==> config.mk <==
export PLATFORM = sky130hd
export DESIGN_NAME = command_frame_receiver_top
export DESIGN_NICKNAME = d
export VERILOG_FILES = /design/src/hdl/cfr_pkg.sv /design/src/hdl/cfr_front.sv /design/src/hdl/cfr_queue.sv /design/src/hdl/cfr_back.sv /design/src/hdl/command_frame_receiver_top.sv
export SDC_FILE = /design/constraint.sdc
export NUM_CORES = 1
export LEC_CHECK = 0
export BUFFER_PORTS_ARGS = -buffer_cell sky130_fd_sc_hd__buf_2
export CORE_ASPECT_RATIO = 0.9
export CORE_MARGIN = 8
export CORE_UTILIZATION = 55
export CTS_CLUSTER_DIAMETER = 80
export CTS_CLUSTER_SIZE = 20
export DETAILED_ROUTE_END_ITERATION = 10
export GPL_TIMING_DRIVEN = 0
export PLACE_DENSITY = 0.76
export SLEW_MARGIN = 20
export SYNTH_ARGS = -nofsm -noshare
export SYNTH_HDL_FRONTEND = slang
export SYNTH_SLANG_ARGS = --single-unit
==> constraint.sdc <==
create_clock -name i_clk -period 10.55 [get_ports i_clk]
set_clock_uncertainty 0.2 [all_clocks]
set_input_delay 1.055 -clock i_clk [delete_from_list [all_inputs] [get_ports i_clk]]
set_output_delay 1.055 -clock i_clk [all_outputs]
set_load 0.05 [all_outputs]
==> src/hdl/cfr_pkg.sv <==
// ----------------------------------------------------------------------------
// cfr_pkg
// shared types, constants and header decode for the command frame receiver
// ----------------------------------------------------------------------------
package cfr_pkg;

    // frame geometry
    localparam int FRAME_BYTES = 32;
    localparam int POS_W       = $clog2(FRAME_BYTES);
    localparam int GAIN_FIRST  = 4;
    localparam int GAIN_COUNT  = 9;
    localparam int HDR_BYTES   = GAIN_FIRST + 2 * GAIN_COUNT;

    // frame queue between front and back
    localparam int Q_DEPTH = 2;
    localparam int QPTR_W  = (Q_DEPTH > 1) ? $clog2(Q_DEPTH) : 1;
    localparam int QCNT_W  = $clog2(Q_DEPTH + 1);

    // header byte values
    localparam logic [7:0] MARK_START   = 8'h8A;
    localparam logic [7:0] MARK_SECOND  = 8'h8B;
    localparam logic [7:0] MARK_THIRD   = 8'h1C;
    localparam logic [7:0] CODE_CAL     = 8'hAA;
    localparam logic [7:0] CODE_CAL_SUB = 8'hA3;
    localparam logic [7:0] CODE_READ    = 8'hAD;
    localparam logic [7:0] CODE_WRITE   = 8'hAE;

    // command codes
    localparam logic [1:0] CMD_INVALID = 2'd0;
    localparam logic [1:0] CMD_CAL     = 2'd1;
    localparam logic [1:0] CMD_READ    = 2'd2;
    localparam logic [1:0] CMD_WRITE   = 2'd3;

    typedef logic [7:0] t_byte;

    // leading bytes of a frame, the only ones that reach the result
    typedef t_byte [HDR_BYTES-1:0] t_frame;

    typedef struct packed {
        logic [1:0]                   command;
        logic [GAIN_COUNT-1:0][15:0]  gain;
    } t_result;

    typedef struct packed {
        logic   valid;
        t_frame data;
    } t_push;

    typedef struct packed {
        logic full;
        logic empty;
    } t_q_stat;

    function automatic t_result decode_frame(input t_frame f);
        t_result r;
        logic    head;
        head = (f[0] == MARK_START) && (f[1] == MARK_SECOND) && (f[2] == MARK_THIRD);
        if (head && f[3] == CODE_CAL && f[4] == CODE_CAL_SUB) begin
            r.command = CMD_CAL;
        end else if (head && f[3] == CODE_READ) begin
            r.command = CMD_READ;
        end else if (head && f[3] == CODE_WRITE) begin
            r.command = CMD_WRITE;
        end else begin
            r.command = CMD_INVALID;
        end
        for (int k = 0; k < GAIN_COUNT; k++) begin
            if (r.command == CMD_WRITE) begin
                r.gain[k] = {f[GAIN_FIRST + 2 * k], f[GAIN_FIRST + 2 * k + 1]};
            end else begin
                r.gain[k] = 16'd0;
            end
        end
        return r;
    endfunction

endpackage

==> src/hdl/cfr_front.sv <==
// ----------------------------------------------------------------------------
// cfr_front
// byte intake: start marker hunt, position count and frame capture
// ----------------------------------------------------------------------------
module cfr_front
    import cfr_pkg::*;
(
    input  logic    i_clk,
    input  logic    i_rst_n,
    input  logic    i_rx_valid,
    input  t_byte   i_rx_byte,
    output logic    o_rx_ready,
    input  t_q_stat i_q_stat,
    output t_push   o_push
);

    localparam logic [POS_W-1:0] LAST_POS = POS_W'(FRAME_BYTES - 1);

    logic             r_capturing, n_capturing;
    logic [POS_W-1:0] r_pos, n_pos;
    t_frame           r_bytes;
    t_frame           w_merged;
    logic             w_accept;
    logic             w_take;
    logic             w_last;

    // only the frame-completing byte needs a queue slot
    assign o_rx_ready = !(r_capturing && (r_pos == LAST_POS) && i_q_stat.full);
    assign w_accept   = i_rx_valid && o_rx_ready;
    assign w_take     = w_accept && (r_capturing || (i_rx_byte == MARK_START));
    assign w_last     = r_pos == LAST_POS;

    always_comb begin
        for (int i = 0; i < HDR_BYTES; i++) begin
            w_merged[i] = (r_pos == POS_W'(i)) ? i_rx_byte : r_bytes[i];
        end
    end

    always_comb begin
        n_capturing = r_capturing;
        n_pos       = r_pos;
        if (w_take) begin
            if (w_last) begin
                n_capturing = 1'b0;
                n_pos       = '0;
            end else begin
                n_capturing = 1'b1;
                n_pos       = r_pos + POS_W'(1);
            end
        end
    end

    assign o_push.valid = w_take && w_last;
    assign o_push.data  = w_merged;

    always_ff @(posedge i_clk) begin
        if (!i_rst_n) begin
            r_capturing <= 1'b0;
            r_pos       <= '0;
        end else begin
            r_capturing <= n_capturing;
            r_pos       <= n_pos;
        end
    end

    // bytes past the gain words are counted but not kept
    always_ff @(posedge i_clk) begin
        if (w_take) begin
            r_bytes <= w_merged;
        end
    end

endmodule

==> src/hdl/cfr_queue.sv <==
// ----------------------------------------------------------------------------
// cfr_queue
// short frame queue between intake and result stage
// ----------------------------------------------------------------------------
module cfr_queue
    import cfr_pkg::*;
(
    input  logic    i_clk,
    input  logic    i_rst_n,
    input  t_push   i_push,
    input  logic    i_pop,
    output t_frame  o_head,
    output t_q_stat o_stat
);

    t_frame              r_mem [Q_DEPTH];
    logic [QPTR_W-1:0]   r_wr_ptr, n_wr_ptr;
    logic [QPTR_W-1:0]   r_rd_ptr, n_rd_ptr;
    logic [QCNT_W-1:0]   r_count, n_count;

    function automatic logic [QPTR_W-1:0] ptr_inc(input logic [QPTR_W-1:0] p);
        return (p == QPTR_W'(Q_DEPTH - 1)) ? '0 : p + QPTR_W'(1);
    endfunction

    assign o_stat.full  = r_count == QCNT_W'(Q_DEPTH);
    assign o_stat.empty = r_count == '0;
    assign o_head       = r_mem[r_rd_ptr];

    always_comb begin
        n_wr_ptr = i_push.valid ? ptr_inc(r_wr_ptr) : r_wr_ptr;
        n_rd_ptr = i_pop ? ptr_inc(r_rd_ptr) : r_rd_ptr;
        n_count  = r_count;
        if (i_push.valid && !i_pop) begin
            n_count = r_count + QCNT_W'(1);
        end else if (i_pop && !i_push.valid) begin
            n_count = r_count - QCNT_W'(1);
        end
    end

    always_ff @(posedge i_clk) begin
        if (!i_rst_n) begin
            r_wr_ptr <= '0;
            r_rd_ptr <= '0;
            r_count  <= '0;
        end else begin
            r_wr_ptr <= n_wr_ptr;
            r_rd_ptr <= n_rd_ptr;
            r_count  <= n_count;
        end
    end

    always_ff @(posedge i_clk) begin
        if (i_push.valid) begin
            r_mem[r_wr_ptr] <= i_push.data;
        end
    end

endmodule

==> src/hdl/cfr_back.sv <==
// ----------------------------------------------------------------------------
// cfr_back
// header decode and registered result output
// ----------------------------------------------------------------------------
module cfr_back
    import cfr_pkg::*;
(
    input  logic    i_clk,
    input  logic    i_rst_n,
    input  t_frame  i_head,
    input  t_q_stat i_q_stat,
    output logic    o_pop,
    output logic    o_valid,
    input  logic    i_ready,
    output t_result o_result
);

    logic    r_valid;
    t_result r_result;

    assign o_pop    = !i_q_stat.empty && (!r_valid || i_ready);
    assign o_valid  = r_valid;
    assign o_result = r_result;

    always_ff @(posedge i_clk) begin
        if (!i_rst_n) begin
            r_valid <= 1'b0;
        end else if (o_pop) begin
            r_valid <= 1'b1;
        end else if (i_ready) begin
            r_valid <= 1'b0;
        end
    end

    always_ff @(posedge i_clk) begin
        if (o_pop) begin
            r_result <= decode_frame(i_head);
        end
    end

endmodule

==> src/hdl/command_frame_receiver_top.sv <==
// ----------------------------------------------------------------------------
// command_frame_receiver_top
// assembles command frames from received serial bytes
// ----------------------------------------------------------------------------
// usage:
//   rx channel (i_rx_valid / o_rx_ready / i_rx_byte) takes one byte per
//   transaction. bytes are dropped until 0x8a arrives; that byte and the
//   following ones fill a frame of FRAME_BYTES bytes. a further 0x8a inside
//   a frame is plain data.
//   cmd channel (o_cmd_valid / i_cmd_ready) gives one transaction per
//   finished frame: the command code and nine big-endian gain words in
//   thousandths. gains read zero unless the command is a gain write.
// timing:
//   one byte per cycle sustained while o_rx_ready is high. a finished frame
//   is written into the frame queue and then decoded into the output
//   register of the result stage.
// reset and stall:
//   reset drops any partial frame, empties the queue and clears o_cmd_valid.
//   a stalled result holds in its output register while intake goes on; a
//   two-deep frame queue absorbs further frames, and o_rx_ready drops only
//   on a frame-completing byte while that queue is full.
// ----------------------------------------------------------------------------
module command_frame_receiver_top
    import cfr_pkg::*;
(
    input  logic        i_clk,
    input  logic        i_rst_n,
    // rx byte channel
    input  logic        i_rx_valid,
    output logic        o_rx_ready,
    input  logic [7:0]  i_rx_byte,
    // command result channel
    output logic        o_cmd_valid,
    input  logic        i_cmd_ready,
    output logic [1:0]  o_command,
    output logic [15:0] o_roll_prop,
    output logic [15:0] o_roll_integ,
    output logic [15:0] o_roll_deriv,
    output logic [15:0] o_pitch_prop,
    output logic [15:0] o_pitch_integ,
    output logic [15:0] o_pitch_deriv,
    output logic [15:0] o_yaw_prop,
    output logic [15:0] o_yaw_integ,
    output logic [15:0] o_yaw_deriv
);

    t_push   w_push;     // finished frame from intake
    t_q_stat w_q_stat;   // queue occupancy seen by both sides
    t_frame  w_head;     // oldest queued frame
    logic    w_pop;
    t_result w_result;

    // front: marker hunt and capture
    cfr_front u_front (
        .i_clk      (i_clk),
        .i_rst_n    (i_rst_n),
        .i_rx_valid (i_rx_valid),
        .i_rx_byte  (i_rx_byte),
        .o_rx_ready (o_rx_ready),
        .i_q_stat   (w_q_stat),
        .o_push     (w_push)
    );

    // decouples intake from a stalled consumer
    cfr_queue u_queue (
        .i_clk   (i_clk),
        .i_rst_n (i_rst_n),
        .i_push  (w_push),
        .i_pop   (w_pop),
        .o_head  (w_head),
        .o_stat  (w_q_stat)
    );

    // back: decode and output register
    cfr_back u_back (
        .i_clk    (i_clk),
        .i_rst_n  (i_rst_n),
        .i_head   (w_head),
        .i_q_stat (w_q_stat),
        .o_pop    (w_pop),
        .o_valid  (o_cmd_valid),
        .i_ready  (i_cmd_ready),
        .o_result (w_result)
    );

    // gain order follows the frame layout
    assign o_command     = w_result.command;
    assign o_roll_prop   = w_result.gain[0];
    assign o_roll_integ  = w_result.gain[1];
    assign o_roll_deriv  = w_result.gain[2];
    assign o_pitch_prop  = w_result.gain[3];
    assign o_pitch_integ = w_result.gain[4];
    assign o_pitch_deriv = w_result.gain[5];
    assign o_yaw_prop    = w_result.gain[6];
    assign o_yaw_integ   = w_result.gain[7];
    assign o_yaw_deriv   = w_result.gain[8];

endmodule

==> impl_results.md <==
* Core box area at 48900 sq um
* CTS Sinks at 686
* RSZ-0062 raised after global routing: no
* Adder-cell share of the synthesized area at 0.323%
* Synth cell count leaders: edfxtp_1, mux2_2, mux2i_1, nor4_2, buf_2
* Pin count of the biggest net entering global routing at 52
* Slew HR at 28.6%
* Status: completed
* Most common cell in the synthesized netlist: edfxtp_1
* CTS tree: yes
* Post-CTS Repair Setup Buffers at 0
* First DRT Iteration DRCs at 1170
* GRT Total Usage at 19.0%
* Placed cell areas at 29400 sq um
* First-pass GRT wire length at 82400 um
* Max IR drop VDD at 0.121 mV
* Area leader, netlist: edfxtp_1
* CTS Buf Count at 40
* Synth Area in XOR/XNOR at 0.161%
* Post-synthesis compound-gate area fraction at 0.696%
* Post-CTS sizing at 0
* Required @ worst endpoint at 10.60 ns
* Cell area after layout at 30500 sq um
* Mux cell area share after synthesis at 12.6%
* Final Hold Fails at 0
* Final Power at 6.58 mW
* Vias in the first global route at 13.5k
* CP Data Arrival Time at 3.82 ns
* Cell Pwr Density at 216 nW/um^2
* Die Width at 250 um
* Largest family of logic cells by synthesized area: multiplexers
* Ys Warns at 0
* Layout cells sized above 1 at 39.3%
* Crit path capture type: register
* Clock slew at reported path FFs at 0.08 ns
* Cell row count at 77
* Ports at 160
* Area grow syn2layout at 12.3%
* Met1 GRT Util at 25.9%
* Final Max Slew Viols at 0
* Ys async rst share at 0%
* Final WS setup at 6.78 ns
* Hold Buf Count CTS at 0
* Ant. Diodes at 0
* Overflow after GRT at 0
* Die area at 56700 sq um
* Initial Util at 55.4%
* Post-DP HPWL at 35800 um
* Pre-Repair DR Iteration Count at 5
* Worst Tran Pin Value at 1.07 ns
* Top_reg_cell synth: edfxtp_1
* Hold Path Class: reg2reg
* GR Util met2 at 31.5%
* Routability cong. at 0.783
* Synth Net Count at 1393
* Max FO, Critical Path at 51
* Register area share after synthesis at 75.5%
* IO buf count at 159
* Clock Latency Late Sink at 0.57 ns
* Peak Freq at 265 MHz
* EDFF count, synth at 674
* Count of cell types in the netlist at 50
* Synth Area in Simple Gates at 8.70%
* Path type of the worst setup path: reg2reg
* Via count at 13.3k
* Final min period at 3.77 ns
* Nature of the critical path startpoint: register
* Final worst-path cycle share at 35.7%
* Via density at 5.93
* Drt wl/cell at 24.4 um
* Final Core Density at 62.3%
* P_leak at 8.46 nW
* CTS root buffer: clkbuf_16
* Yosys top cell area share at 74.6%
* Final nets at 1619
* DP Worst Slack at 6.46 ns
* Antenna Violating Nets Remaining at 0
* Routed WL at 54900 um
* Max-cap violations at 0
* GR met3 Demand/Resource at 3.36%
* Die height at 227 um
* Clock Path Buffers at 3
* DRC violations left at 0
* Setup violators final at 0
* Mapped Avg Cell Area at 19.7 sq um
* Initial antenna violation count at 3
* Post-Synthesis Cells at 1374
* GRT Max-Usage Layer: met2
* # H-tree levels at 2
* Largest cells by area after synthesis: edfxtp_1, mux2_2, nor4_2
* Synthesized flop and latch total at 686
* Synthesized cell area at 27100 sq um
## sequential cells by signal (all words and copies together), names as in the netlist, named ones only
signal               count
u_front.r_bytes        176
u_queue.r_wr_ptr         1
u_queue.r_mem          352
u_back.o_valid           1
u_queue.r_rd_ptr         1
u_front.r_pos            5
u_front.r_capturing      1
u_queue.r_count          2
u_back.o_result        146
## path summary, 6_finish.rpt
path,start,end,slack [ns],cells after the start
worst max-delay path,u_front.r_pos[0],u_queue.r_mem[1][94],6.78,10
worst min-delay path,u_queue.r_rd_ptr,register,0.32,2
worst max register to register,u_front.r_pos[0],u_queue.r_mem[1][94],6.78,10
worst min register to register,u_queue.r_rd_ptr,register,0.32,2
## layout make-up
type                       count  area [sq um]
clock buffer                  55          1090
sequential                   686         20500
inverter                       7          26.3
buffer                        90           534
tap                          632           791
fill                        3353         18500
timing repair buffer         184          1420
multi-input combinational    591          6120
clock inverter                 1          16.3
## through the flow
stage,instances,setup TNS (ns),hold slack [ns]
5_1_grt,2246,0,0.355
3_5_place_dp,2190,0,0.298
4_1_cts,2246,0,0.318
2_1_floorplan,1374,0,0.251
6_report,2246,0,0.321
3_3_place_gp,2165,-1555.03,0.261
## report_power, final
part,switching [mW],internal (mW)
sequential,0.0599,3.26
clock,0.812,0.722
combinational,1.34,0.390
## layout by cell type, fill, tap and decap left out, types with 5 or more instances in the layout
| cell | count |
|---|---|
| a21oi_1 | 6 |
| and3_1 | 5 |
| buf_12 | 9 |
| buf_16 | 16 |
| buf_2 | 211 |
| buf_6 | 17 |
| clkbuf_1 | 33 |
| clkbuf_16 | 41 |
| dfxtp_1 | 12 |
| edfxtp_1 | 674 |
| ha_1 | 7 |
| inv_1 | 6 |
| mux2_2 | 176 |
| mux2i_1 | 143 |
| nand2_1 | 7 |
| nand2b_1 | 8 |
| nand3_1 | 9 |
| nor2_1 | 14 |
| nor2_2 | 8 |
| nor4_1 | 5 |
| nor4_2 | 138 |
## worst max-delay path, cell delays in order, from the launching register on
cell and delay [ns]:
dfxtp_1 0.38, ha_1 0.30, and3_1 0.23, ha_1 0.28
nand4b_1 0.18, and2_1 0.24, nand3_1 0.20, inv_1 0.20
and2_4 0.57, buf_16 0.32, buf_16 0.30
## cells by family after synthesis
logic type      after synthesis
flops                       686
mux                         319
simple gates                235
buf+inv                      97
compound gates               25
fa+ha+maj                     7
xor+xnor                      5
## routing by layer
layer / vias to the layer above / share of wire [%]
met5: - / 0.047
met3: 75 / 6.0
met4: 4 / 2.3
li1: 5960 / -
met2: 408 / 49
met1: 6878 / 42
Power figures use the tool's default switching activity.
